`config.mk`:
```
export PLATFORM = sky130hd
export DESIGN_NAME = headlight_safety_mode_controller_core_flat
export DESIGN_NICKNAME = d
export VERILOG_FILES = /design/src/rtl/hsmc_pkg.sv /design/src/rtl/hsmc_if.sv /design/src/rtl/hsmc_step.sv /design/src/rtl/headlight_safety_mode_controller_core.sv /design/src/flat_wrapper.sv
export SDC_FILE = /design/constraint.sdc
export NUM_CORES = 1
export LEC_CHECK = 0
export BUFFER_PORTS_ARGS = -buffer_cell sky130_fd_sc_hd__buf_2
export CORE_ASPECT_RATIO = 1.1
export CORE_MARGIN = 1.5
export CORE_UTILIZATION = 37
export CTS_CLUSTER_DIAMETER = 120
export DETAILED_ROUTE_END_ITERATION = 6
export SYNTH_ARGS = -nofsm -noshare
export SYNTH_HDL_FRONTEND = slang
export SYNTH_SLANG_ARGS = --single-unit
```
`constraint.sdc`:
```
create_clock -name clk_i -period 11.07 [get_ports clk_i]
set_input_delay 2.7675 -clock clk_i [delete_from_list [all_inputs] [get_ports clk_i]]
set_output_delay 2.7675 -clock clk_i [all_outputs]
set_load 0.01 [all_outputs]
```
`src/rtl/hsmc_pkg.sv`:
```
// Shared types, constants and defaults of the headlight safety mode controller.
package hsmc_pkg;

  localparam int unsigned ADC_BITS_DEF  = 12;
  localparam int unsigned TIME_BITS_DEF = 32;

  localparam int unsigned SW_W       = 3;
  localparam int unsigned THR_W      = 12;
  localparam int unsigned ERR_W      = 8;
  localparam int unsigned DLIM_W     = 16;
  localparam int unsigned TICK_W     = 10;
  localparam int unsigned CFG_IDX_W  = 3;
  localparam int unsigned CFG_DATA_W = 16;

  localparam logic [ERR_W-1:0] ERR_MAX = {ERR_W{1'b1}};

  typedef enum logic [1:0] {
    MODE_INIT     = 2'd0,
    MODE_NORMAL   = 2'd1,
    MODE_DEGRADED = 2'd2,
    MODE_SAFE     = 2'd3
  } mode_e;

  typedef enum logic [1:0] {
    LAMP_OFF  = 2'd0,
    LAMP_LOW  = 2'd1,
    LAMP_HIGH = 2'd2
  } lamp_e;

  localparam logic [SW_W-1:0] SW_OFF  = 3'd0;
  localparam logic [SW_W-1:0] SW_LOW  = 3'd1;
  localparam logic [SW_W-1:0] SW_HIGH = 3'd2;
  localparam logic [SW_W-1:0] SW_AUTO = 3'd3;

  localparam logic [CFG_IDX_W-1:0] CFG_DARK_ON   = 3'd0;
  localparam logic [CFG_IDX_W-1:0] CFG_BRIGHT    = 3'd1;
  localparam logic [CFG_IDX_W-1:0] CFG_ERR_LIMIT = 3'd2;
  localparam logic [CFG_IDX_W-1:0] CFG_DEG_LIMIT = 3'd3;
  localparam logic [CFG_IDX_W-1:0] CFG_TICK      = 3'd4;

  localparam logic [THR_W-1:0]  DARK_ON_RST   = 12'd800;
  localparam logic [THR_W-1:0]  BRIGHT_RST    = 12'd1000;
  localparam logic [ERR_W-1:0]  ERR_LIMIT_RST = 8'd3;
  localparam logic [DLIM_W-1:0] DEG_LIMIT_RST = 16'd100;
  localparam logic [TICK_W-1:0] TICK_RST      = 10'd10;

  typedef struct packed {
    logic [THR_W-1:0]  dark_on_threshold;
    logic [THR_W-1:0]  bright_off_threshold;
    logic [ERR_W-1:0]  error_limit;
    logic [DLIM_W-1:0] degraded_limit_ms;
    logic [TICK_W-1:0] tick_period_ms;
  } cfg_t;

  typedef struct packed {
    mode_e             mode;
    lamp_e             lamp;
    logic              lit;
    logic [ERR_W-1:0]  err_count;
    logic              safe_latch;
  } ctl_state_t;

endpackage

```
`src/rtl/hsmc_if.sv`:
```
// Request channel interfaces for the tick input, the result output and configuration.
interface hsmc_in_if #(
  parameter int unsigned ADC_BITS = hsmc_pkg::ADC_BITS_DEF
);
  import hsmc_pkg::*;

  logic                valid;
  logic                ready;
  logic [SW_W-1:0]     switch_code;
  logic                switch_ok;
  logic [ADC_BITS-1:0] ambient_level;
  logic                ambient_ok;
  logic                safe_request;

  modport source (
    output valid, switch_code, switch_ok, ambient_level, ambient_ok, safe_request,
    input  ready
  );
  modport sink (
    input  valid, switch_code, switch_ok, ambient_level, ambient_ok, safe_request,
    output ready
  );
endinterface

interface hsmc_out_if;
  logic       valid;
  logic       ready;
  logic [1:0] lamp_command;
  logic [1:0] mode_now;
  logic       in_safe;
  logic       lamps_lit;

  modport source (
    output valid, lamp_command, mode_now, in_safe, lamps_lit,
    input  ready
  );
  modport sink (
    input  valid, lamp_command, mode_now, in_safe, lamps_lit,
    output ready
  );
endinterface

interface hsmc_cfg_if;
  import hsmc_pkg::*;

  logic                  valid;
  logic                  ready;
  logic [CFG_IDX_W-1:0]  index;
  logic [CFG_DATA_W-1:0] data;

  modport source (
    output valid, index, data,
    input  ready
  );
  modport sink (
    input  valid, index, data,
    output ready
  );
endinterface

```
`src/rtl/hsmc_step.sv`:
```
// Next-state logic of the mode machine and the lamp command for one control tick.
module hsmc_step #(
  parameter int unsigned ADC_BITS = hsmc_pkg::ADC_BITS_DEF
) (
  input  hsmc_pkg::cfg_t               cfg_i,
  input  hsmc_pkg::ctl_state_t         state_i,
  input  logic [hsmc_pkg::SW_W-1:0]    switch_code_i,
  input  logic                         switch_ok_i,
  input  logic [ADC_BITS-1:0]          ambient_level_i,
  input  logic                         ambient_ok_i,
  input  logic                         safe_request_i,
  input  logic                         deg_expired_i,
  output hsmc_pkg::ctl_state_t         state_o,
  output logic                         deg_enter_o
);
  import hsmc_pkg::*;

  localparam int unsigned CMP_W = (ADC_BITS > THR_W) ? ADC_BITS : THR_W;

  typedef struct packed {
    lamp_e lamp;
    logic  lit;
  } lamp_lit_t;

  logic [CMP_W-1:0] level;
  logic [CMP_W-1:0] dark_x;
  logic [CMP_W-1:0] bright_x;

  assign level    = CMP_W'(ambient_level_i);
  assign dark_x   = CMP_W'(cfg_i.dark_on_threshold);
  assign bright_x = CMP_W'(cfg_i.bright_off_threshold);

  // Hysteresis: a lit lamp turns off above the bright threshold, a dark one
  // turns on below the dark threshold. A failed sensor keeps everything.
  function automatic lamp_lit_t auto_logic(lamp_lit_t cur, logic amb_ok,
                                           logic [CMP_W-1:0] lvl,
                                           logic [CMP_W-1:0] dark,
                                           logic [CMP_W-1:0] bright);
    lamp_lit_t res;
    res = cur;
    if (amb_ok) begin
      if (cur.lit) begin
        if (lvl > bright) begin
          res.lamp = LAMP_OFF;
          res.lit  = 1'b0;
        end else begin
          res.lamp = LAMP_LOW;
        end
      end else begin
        if (lvl < dark) begin
          res.lamp = LAMP_LOW;
          res.lit  = 1'b1;
        end else begin
          res.lamp = LAMP_OFF;
        end
      end
    end
    return res;
  endfunction

  logic             all_ok;
  logic             trig;
  logic [ERR_W-1:0] err_inc;
  ctl_state_t       nxt;
  lamp_lit_t        ll_sw;
  lamp_lit_t        ll_fin;

  assign all_ok  = switch_ok_i & ambient_ok_i;
  assign trig    = state_i.safe_latch | safe_request_i;
  assign err_inc = (state_i.err_count != ERR_MAX) ? state_i.err_count + 1'b1
                                                  : state_i.err_count;

  always_comb begin
    nxt            = state_i;
    nxt.safe_latch = trig;
    deg_enter_o    = 1'b0;
    case (state_i.mode)
      MODE_INIT: begin
        if (trig) begin
          nxt.mode = MODE_SAFE;
        end else begin
          if (all_ok) begin
            nxt.mode      = MODE_NORMAL;
            nxt.err_count = '0;
          end
          nxt.lamp = LAMP_OFF;
        end
      end
      MODE_NORMAL: begin
        if (trig) begin
          nxt.mode = MODE_SAFE;
        end else if (!all_ok) begin
          nxt.err_count = err_inc;
          if (err_inc >= cfg_i.error_limit) begin
            nxt.mode    = MODE_DEGRADED;
            deg_enter_o = 1'b1;
          end
        end else begin
          nxt.err_count = '0;
        end
      end
      MODE_DEGRADED: begin
        if (trig) begin
          nxt.mode = MODE_SAFE;
        end else if (all_ok) begin
          nxt.mode      = MODE_NORMAL;
          nxt.err_count = '0;
        end else if (deg_expired_i) begin
          nxt.mode = MODE_SAFE;
        end
      end
      default: begin
        if (ambient_ok_i && (level >= dark_x)) begin
          nxt.lamp = LAMP_OFF;
        end else begin
          nxt.lamp = LAMP_LOW;
        end
      end
    endcase
  end

  always_comb begin
    ll_sw.lamp = nxt.lamp;
    ll_sw.lit  = nxt.lit;
    case (switch_code_i)
      SW_OFF: begin
        ll_sw.lamp = LAMP_OFF;
        ll_sw.lit  = 1'b0;
      end
      SW_LOW: begin
        ll_sw.lamp = LAMP_LOW;
        ll_sw.lit  = 1'b1;
      end
      SW_HIGH: begin
        ll_sw.lamp = LAMP_HIGH;
        ll_sw.lit  = 1'b1;
      end
      SW_AUTO: begin
        ll_sw = auto_logic(ll_sw, ambient_ok_i, level, dark_x, bright_x);
      end
      default: begin
        ll_sw = ll_sw;
      end
    endcase
    // In degraded mode an invalid switch falls back to automatic control.
    if ((nxt.mode == MODE_DEGRADED) && !switch_ok_i) begin
      ll_fin = auto_logic(ll_sw, ambient_ok_i, level, dark_x, bright_x);
    end else begin
      ll_fin = ll_sw;
    end
  end

  always_comb begin
    state_o = nxt;
    if (nxt.mode == MODE_INIT) begin
      state_o.lamp = LAMP_OFF;
    end else if (nxt.mode != MODE_SAFE) begin
      state_o.lamp = ll_fin.lamp;
      state_o.lit  = ll_fin.lit;
    end
  end

endmodule

```
`src/rtl/headlight_safety_mode_controller_core.sv`:
```
// Top level of the headlight safety mode controller core.
// One request on the input channel is one control tick; each tick yields exactly
// one result request with the lamp command, the mode, the safe flag and the
// hysteresis lit flag. A tick is registered on acceptance and resolved, once the
// output side can take it, by single-pass logic against the mode state into the
// result register; the block takes one tick per clock cycle unless the output
// side stalls, and only then does the input register hold further ticks. The
// safe request latches until reset, and safe mode is final. The degraded
// timeout is measured on a millisecond clock that advances by the tick period
// each tick and wraps at TIME_BITS. Configuration writes are taken at any time,
// one per cycle, and are meant to happen only while no tick is in flight.
module headlight_safety_mode_controller_core #(
  parameter int unsigned ADC_BITS  = hsmc_pkg::ADC_BITS_DEF,
  parameter int unsigned TIME_BITS = hsmc_pkg::TIME_BITS_DEF
) (
  input  logic         clk_i,
  input  logic         rst_ni,
  hsmc_in_if.sink      in_i,
  hsmc_out_if.source   out_o,
  hsmc_cfg_if.sink     cfg_i
);
  import hsmc_pkg::*;

  cfg_t                 cfg_q;
  ctl_state_t           ctl_q;
  ctl_state_t           ctl_d;
  logic [TIME_BITS-1:0] clock_q;
  logic [TIME_BITS-1:0] start_q;
  logic                 in_vld_q;
  logic                 out_vld_q;
  logic [SW_W-1:0]      sw_code_q;
  logic                 sw_ok_q;
  logic [ADC_BITS-1:0]  level_q;
  logic                 amb_ok_q;
  logic                 req_q;
  logic                 advance;
  logic                 in_take;
  logic                 deg_enter;
  logic                 deg_expired;
  logic [TIME_BITS-1:0] elapsed;

  assign advance     = in_vld_q & (~out_vld_q | out_o.ready);
  assign in_i.ready  = ~in_vld_q | advance;
  assign in_take     = in_i.valid & in_i.ready;
  assign cfg_i.ready = 1'b1;

  assign elapsed     = clock_q - start_q;
  assign deg_expired = elapsed > TIME_BITS'(cfg_q.degraded_limit_ms);

  hsmc_step #(
    .ADC_BITS (ADC_BITS)
  ) u_step (
    .cfg_i           (cfg_q),
    .state_i         (ctl_q),
    .switch_code_i   (sw_code_q),
    .switch_ok_i     (sw_ok_q),
    .ambient_level_i (level_q),
    .ambient_ok_i    (amb_ok_q),
    .safe_request_i  (req_q),
    .deg_expired_i   (deg_expired),
    .state_o         (ctl_d),
    .deg_enter_o     (deg_enter)
  );

  always_ff @(posedge clk_i or negedge rst_ni) begin
    if (!rst_ni) begin
      cfg_q.dark_on_threshold    <= DARK_ON_RST;
      cfg_q.bright_off_threshold <= BRIGHT_RST;
      cfg_q.error_limit          <= ERR_LIMIT_RST;
      cfg_q.degraded_limit_ms    <= DEG_LIMIT_RST;
      cfg_q.tick_period_ms       <= TICK_RST;
    end else if (cfg_i.valid) begin
      case (cfg_i.index)
        CFG_DARK_ON:   cfg_q.dark_on_threshold    <= cfg_i.data[THR_W-1:0];
        CFG_BRIGHT:    cfg_q.bright_off_threshold <= cfg_i.data[THR_W-1:0];
        CFG_ERR_LIMIT: cfg_q.error_limit          <= cfg_i.data[ERR_W-1:0];
        CFG_DEG_LIMIT: cfg_q.degraded_limit_ms    <= cfg_i.data[DLIM_W-1:0];
        CFG_TICK:      cfg_q.tick_period_ms       <= cfg_i.data[TICK_W-1:0];
        default:       cfg_q                      <= cfg_q;
      endcase
    end
  end

  always_ff @(posedge clk_i or negedge rst_ni) begin
    if (!rst_ni) begin
      in_vld_q <= 1'b0;
    end else if (in_take) begin
      in_vld_q <= 1'b1;
    end else if (advance) begin
      in_vld_q <= 1'b0;
    end
  end

  always_ff @(posedge clk_i) begin
    if (in_take) begin
      sw_code_q <= in_i.switch_code;
      sw_ok_q   <= in_i.switch_ok;
      level_q   <= ADC_BITS'(in_i.ambient_level);
      amb_ok_q  <= in_i.ambient_ok;
      req_q     <= in_i.safe_request;
    end
  end

  always_ff @(posedge clk_i or negedge rst_ni) begin
    if (!rst_ni) begin
      out_vld_q <= 1'b0;
    end else if (advance) begin
      out_vld_q <= 1'b1;
    end else if (out_o.ready) begin
      out_vld_q <= 1'b0;
    end
  end

  always_ff @(posedge clk_i or negedge rst_ni) begin
    if (!rst_ni) begin
      ctl_q.mode       <= MODE_INIT;
      ctl_q.lamp       <= LAMP_OFF;
      ctl_q.lit        <= 1'b0;
      ctl_q.err_count  <= '0;
      ctl_q.safe_latch <= 1'b0;
      clock_q          <= '0;
      start_q          <= '0;
    end else if (advance) begin
      ctl_q   <= ctl_d;
      clock_q <= clock_q + TIME_BITS'(cfg_q.tick_period_ms);
      if (deg_enter) begin
        start_q <= clock_q;
      end
    end
  end

  // The mode state is loaded together with the result, so it is the payload.
  assign out_o.valid        = out_vld_q;
  assign out_o.lamp_command = ctl_q.lamp;
  assign out_o.mode_now     = ctl_q.mode;
  assign out_o.in_safe      = (ctl_q.mode == MODE_SAFE);
  assign out_o.lamps_lit    = ctl_q.lit;

endmodule
```
`src/flat_wrapper.sv`:
```
// flat-port wrapper written by rule: the top's interface ports become plain ports
module headlight_safety_mode_controller_core_flat import hsmc_pkg::*;
#(
  parameter int unsigned ADC_BITS  = hsmc_pkg::ADC_BITS_DEF,
  parameter int unsigned TIME_BITS = hsmc_pkg::TIME_BITS_DEF
)
  (clk_i, rst_ni, in_i_valid, in_i_switch_code, in_i_switch_ok, in_i_ambient_level, in_i_ambient_ok, in_i_safe_request, in_i_ready, out_o_valid, out_o_lamp_command, out_o_mode_now, out_o_in_safe, out_o_lamps_lit, out_o_ready, cfg_i_valid, cfg_i_index, cfg_i_data, cfg_i_ready);
  hsmc_in_if #(.ADC_BITS(ADC_BITS)) in_i_i ();
  hsmc_out_if out_o_i ();
  hsmc_cfg_if cfg_i_i ();
  input  logic clk_i;
  input  logic rst_ni;
  input wire logic [$bits(in_i_i.valid)-1:0] in_i_valid;
  input wire logic [$bits(in_i_i.switch_code)-1:0] in_i_switch_code;
  input wire logic [$bits(in_i_i.switch_ok)-1:0] in_i_switch_ok;
  input wire logic [$bits(in_i_i.ambient_level)-1:0] in_i_ambient_level;
  input wire logic [$bits(in_i_i.ambient_ok)-1:0] in_i_ambient_ok;
  input wire logic [$bits(in_i_i.safe_request)-1:0] in_i_safe_request;
  output wire logic [$bits(in_i_i.ready)-1:0] in_i_ready;
  output wire logic [$bits(out_o_i.valid)-1:0] out_o_valid;
  output wire logic [$bits(out_o_i.lamp_command)-1:0] out_o_lamp_command;
  output wire logic [$bits(out_o_i.mode_now)-1:0] out_o_mode_now;
  output wire logic [$bits(out_o_i.in_safe)-1:0] out_o_in_safe;
  output wire logic [$bits(out_o_i.lamps_lit)-1:0] out_o_lamps_lit;
  input wire logic [$bits(out_o_i.ready)-1:0] out_o_ready;
  input wire logic [$bits(cfg_i_i.valid)-1:0] cfg_i_valid;
  input wire logic [$bits(cfg_i_i.index)-1:0] cfg_i_index;
  input wire logic [$bits(cfg_i_i.data)-1:0] cfg_i_data;
  output wire logic [$bits(cfg_i_i.ready)-1:0] cfg_i_ready;
  assign in_i_i.valid = in_i_valid;
  assign in_i_i.switch_code = in_i_switch_code;
  assign in_i_i.switch_ok = in_i_switch_ok;
  assign in_i_i.ambient_level = in_i_ambient_level;
  assign in_i_i.ambient_ok = in_i_ambient_ok;
  assign in_i_i.safe_request = in_i_safe_request;
  assign in_i_ready = in_i_i.ready;
  assign out_o_valid = out_o_i.valid;
  assign out_o_lamp_command = out_o_i.lamp_command;
  assign out_o_mode_now = out_o_i.mode_now;
  assign out_o_in_safe = out_o_i.in_safe;
  assign out_o_lamps_lit = out_o_i.lamps_lit;
  assign out_o_i.ready = out_o_ready;
  assign cfg_i_i.valid = cfg_i_valid;
  assign cfg_i_i.index = cfg_i_index;
  assign cfg_i_i.data = cfg_i_data;
  assign cfg_i_ready = cfg_i_i.ready;
  headlight_safety_mode_controller_core #(.ADC_BITS(ADC_BITS), .TIME_BITS(TIME_BITS)) u_core (.clk_i(clk_i), .rst_ni(rst_ni), .in_i(in_i_i), .out_o(out_o_i), .cfg_i(cfg_i_i));
endmodule
```
# Yosys cells after proc, flatten, opt, wreduce, memory -nomap -nowiden
# Index checks and enable logic that the tools add are counted.
# W data, S select, Z words.
[totals]
inputBits = 42
out_inout_bits = 9
reg_bits = 156
wordCells = 110
[classes]
bitwise = 9
n_reduce_logical = 20
add_sub_neg = 3
order_cmp = 5
n_eq_ne = 16
n_mux = 38
[ops]
columns = ["cell", "n"]
rows = [
  ["$mux W8", 5],
  ["$add A32 B10 Y32", 1],
  ["$gt A32 B16 Y1", 1],
  ["$sub A32 B32 Y32", 1],
  ["$mux W2", 10],
  ["$mux W3", 6],
  ["$pmux W8 S2", 1],
  ["$mux W1", 13],
  ["$eq A3 B2 Y1 const B", 4],
  ["$ge A12 B12 Y1", 1],
  ["$gt A12 B12 Y1", 1],
  ["$lt A12 B12 Y1", 1],
  ["$pmux W3 S4", 1],
  ["$reduce_and A2 Y1", 6],
  ["$add A8 B1 Y8 const B", 1],
  ["$ge A8 B8 Y1", 1],
  ["$ne A8 B8 Y1 const B", 1],
  ["$eq A2 B2 Y1 const B", 3],
  ["$eq A3 B1 Y1 const B", 2],
  ["$logic_not A3 Y1", 2],
  ["$ne A2 B2 Y1 const B", 3],
  ["$pmux W2 S3", 1],
  ["$reduce_bool A2 Y1", 3],
  ["$reduce_and A5 Y1", 1],
  ["other kinds (12)", 21],
]

# Longest topological paths before layout
[logic_depth]
depth_word = 12
depth_mapped = 27

# By module
# A second synthesis with hierarchy kept.
[hier_totals]
hier_cells = 1023
hier_area_um2 = 10122.2
[by_module_without_submodules]
columns = ["module", "cells_per_inst", "n_inst", "area_per_inst_um2", "seq_area_each_um2"]
rows = [
  ["headlight_safety_mode_controller_core", 782, 1, 8466.9, 4013.8],
  ["hsmc_step", 241, 1, 1655.3, 0.0],
]

# Worst setup path before layout
# OpenSTA, ideal clock, no wires.
[synth_timing]
path_kind = "input to output"
startpoint = "input port out_o_ready"
endpoint = "output port in_i_ready"
t_arrival_ns = 2.976
n_path_buf = 0
setup_slack_ns = 5.326
stages = 1
cell_sequence = "nand3b_1"
[synth_between]
elab_chain_cells = 3
[synth_rtl]
columns = ["item", "line", "source"]
rows = [
  ["start: declaration", "flat_wrapper.sv:25", "input wire logic [$bits(out_o_i.ready)-1:0] out_o_ready;"],
  ["$or A1 B1 Y1", "headlight_safety_mode_controller_core.sv:42", "assign advance = in_vld_q & (~out_vld_q | out_o.ready);"],
  ["$and A1 B1 Y1", "headlight_safety_mode_controller_core.sv:42", ""],
  ["$or A1 B1 Y1", "headlight_safety_mode_controller_core.sv:43", "assign in_i.ready = ~in_vld_q | advance;"],
  ["end: declaration", "flat_wrapper.sv:19", "output wire logic [$bits(in_i_i.ready)-1:0] in_i_ready;"],
]
# No other way between the ends.

# Final worst setup path
# Same ends and word-level chain as after synthesis.

==> impl_metrics.csv <==
group,metric,value,unit
outcome,status,"complete, no violations",
synthesis,syn_nets,1213,
floorplan,ioPinCount,51,
floorplan,die_x,159,um
clock_tree,post-cts-setup-buffers,0,
sta,slew_violations,0,
pwr,total_power,2010,uW
global_route,grt_pass1_wl,36.9,mm
final_layout,diodes,0,
final_layout,drive_gt1_frac,0.136,
worst_setup_path,path_cells,"buf_2 > nand3b_1 > buf_2",
job,drv_cap,0,
pwr,comb_power_share,0.333,
pwr,sequentialPowerShare,0.374,
worst_setup_path,path_common_cell,"buf_2",
route,drc,0,
synthesis,synth-edff-count,18,
global_route,grt_max_degree,86,
route,wl,22.1,mm
worst_setup_path,max_stage_delay,170,ps
floorplan,core_area,0.0261,mm2
route,detail_route.wl_per_cell,15.0,um
worst_setup_path,cp-end-kind,"output pin",
synthesis,syn-mean-instance-area,9.20,um2
worst_setup_path,cp_slowest_cell,"nand3b_1",
final_layout,areaGrowthSynthToFinish,12.1,%
synthesis,yosys.area.top_type,"dfrtp_1",
synthesis,synth.distinct_cells,72,
final_layout,fin_nets,1256,
global_route,antenna_found_initial,0,
placement,dp_slack,5110,ps
synthesis,netlist_instances,1072,
clock_tree,clock_sinks,156,
floorplan,dieArea,0.0276,mm2
sta,hold_violations,0,
clock_tree,numCtsBuffers,17,
floorplan,row_count,62,
route,drt_iter0_drc,283,
final_layout,final_common_cell,"nand2_1",
final_layout,fillerInstances,2602,
synthesis,ys_ff_latch,156,
sta,setup_viol,0,
worst_setup_path,worstPathMaxFanout,3,
placement,placedCellCount,1448,
sta,whs,470,ps
synthesis,synth.top_cell.area_share,0.310,
sta,fmax,168,MHz
pwr,p_leak,0.00513,uW
floorplan,die_height,174,um
sta,worstMarginPinSlew,973,ps
clock_tree,root_buffer,"clkbuf_16",
pwr,ir_worst_vdd,0.0925,mV
placement,hpwl,16.8,mm
sta,finalCritPeriodShare,0.538,
sta,post-route-min-period,5960,ps
worst_setup_path,start_kind,"primary input",
placement,gp_congestion,0.852,
clock_tree,clock_path_buffers,2,
worst_setup_path,worst-setup-path-type,"in -> out",
final_layout,layout.cells.non_filler,1480,
global_route,grt_pass1_vias,7347,
pwr,p_int,1270,uW
clock_tree,ctsResizeCount,0,
global_route,overflow,0,
sta,finalWorstSetupSlack,5110,ps
clock_tree,cts_htree_levels,4,
synthesis,yosysWarnings,0,
pwr,power.switching,736,uW
sta,slew_headroom,0.345,
sta,fin_setup_tns,0,ps
pwr,p_clk_frac,0.293,
route,drtAntennaViolNets,0,
synthesis,yosysSeqAreaShare,0.407,
worst_setup_path,worstPathArrival,3190,ps
placement,io_buffers,49,
final_layout,final_cell_mix,"135 x nand2_1, 122 x dfrtp_1, 107 x o21ai_0",
clock_tree,clk_pin_slew,70,ps
route,first_pass_iters,4,
worst_setup_path,cp.required,8300,ps
sta,grt_setup_unrepaired,"no",
route,num_vias,7501,
route,viasPerCell,5.07,
floorplan,initial_core_util,0.377,
global_route,grt.total_usage,0.170,
synthesis,async_reset_ff_frac,0.885,
synthesis,synthesis.area,0.00986,mm2
pwr,p_sw_frac,0.367,
clock_tree,cts_hold_buf,0,
pwr,power_density,181,mW/mm2
synthesis,synthFlopType,"dfrtp_1",
synthesis,synthTopCellsByArea,"dfrtp_1 31%, ha_1 12%, edfxtp_1 5.5%, o21ai_0 5.4%, nand2_1 5.1%",
sta,clock_skew,15.0,ps
hold_path,hold_class,"reg -> reg",
clock_tree,clock_latency,440,ps
clock_tree,tritoncts,"yes",
[kinds of logic (layout without fill, tap and decap cells)]
| family | count (synthesis) | after routing | synth area share |
|---|---|---|---|
| simple gates | 313 | 313 | 0.148 |
| compound gates | 279 | 279 | 0.174 |
| flops | 156 | 156 | 0.407 |
| buf+inv | 131 | 187 | 0.0527 |
| fa+ha+maj | 100 | 100 | 0.128 |
| xor+xnor | 57 | 57 | 0.0506 |
| mux | 35 | 35 | 0.0395 |
| other cells | 1 | 1 | 0.000380 |
[worst max-delay path, delay by kind of cell]
kind	cells	cell delay, ps
AND/OR/NAND/NOR	1	170
buffers and inverters	2	260
[metal layers]
metal | part of all wire | GRT usage
met4 | 0.034 | 0.0759
met5 | 0 | 0
met1 | 0.46 | 0.220
met2 | 0.47 | 0.275
met3 | 0.028 | 0.0297
[final cells by class]
cell class | count | area, um2 | area share
multi-input cells | 785 | 5340 | 0.482
flip-flops and latches | 156 | 4010 | 0.363
well taps | 352 | 440 | 0.0398
clock buffers | 17 | 425 | 0.0385
inverters | 100 | 375 | 0.0339
repair buffers | 55 | 297 | 0.0268
clock inverters | 15 | 173 | 0.0156
[power by group through the flow]
| stage | clock, uW | combinational, uW | sequential, uW |
|---|---|---|---|
| after global routing | 626 | 763 | 765 |
| after detailed placement | 0 | 663 | 763 |
| after global placement | 0 | 650 | 759 |
| after CTS | 602 | 674 | 751 |
| final | 587 | 669 | 751 |
| after floorplan | 0 | 515 | 738 |
[cells in the mapped netlist, drive strengths merged, types with 5 or more instances]
master  instances
o21ai         111
nand2         135
dfrtp         122
clkbuf         24
a22o            7
a211oi         16
a31oi           6
xnor2          31
o21a            6
o211ai          5
nor2           57
nand4          23
nor2b          10
edfxtp         18
nand2b         15
nor3           19
a21boi          5
inv           100
a21o           20
a21oi          67
xor2           26
ha             97
and3            8
buf             7
nand3          19
and2            7
dfstp          16
o31ai           8
mux2           31
or2             5
[path summary, 6_finish.rpt]
check	start	to	slack [ps]	depth (start not counted)
max	out_o_ready	in_i_ready	5110	3
min	u_core.ctl_q[0]	u_core.ctl_q[0]	470	1
max reg2reg	u_core.clock_q[0]	u_core.out_o.lamp_command[0]	5220	22
min reg2reg	u_core.ctl_q[0]	u_core.ctl_q[0]	470	1
max in group asynchronous	rst_ni	u_core.start_q[16]	7520	2
min in group asynchronous	rst_ni	u_core.out_o.lamp_command[1]	2350	1
[registers in the layout, summed over array words and instances (netlist names)]
| register | count |
|---|---|
| u_core.out_o.lamps_lit | 1 |
| u_core.out_o.lamp_command | 2 |
| u_core.sw_code_q | 3 |
| u_core.level_q | 12 |
| u_core.req_q | 1 |
| u_core.clock_q | 32 |
| u_core.sw_ok_q | 1 |
| u_core.out_o.valid | 1 |
| u_core.start_q | 32 |
| u_core.out_o.mode_now | 2 |
| u_core.cfg_q | 58 |
| u_core.in_vld_q | 1 |
| u_core.ctl_q | 9 |
| u_core.amb_ok_q | 1 |
[metrics by stage]
step | instance area, um2 | util
floorplan | 9860 | -
global placement | 10500 | 0.400
detailed placement | 10500 | 0.400
CTS | 11100 | 0.423
global route | 11100 | 0.423
finish | 11100 | 0.423
Note: power is estimated with default switching activity, not from simulation.
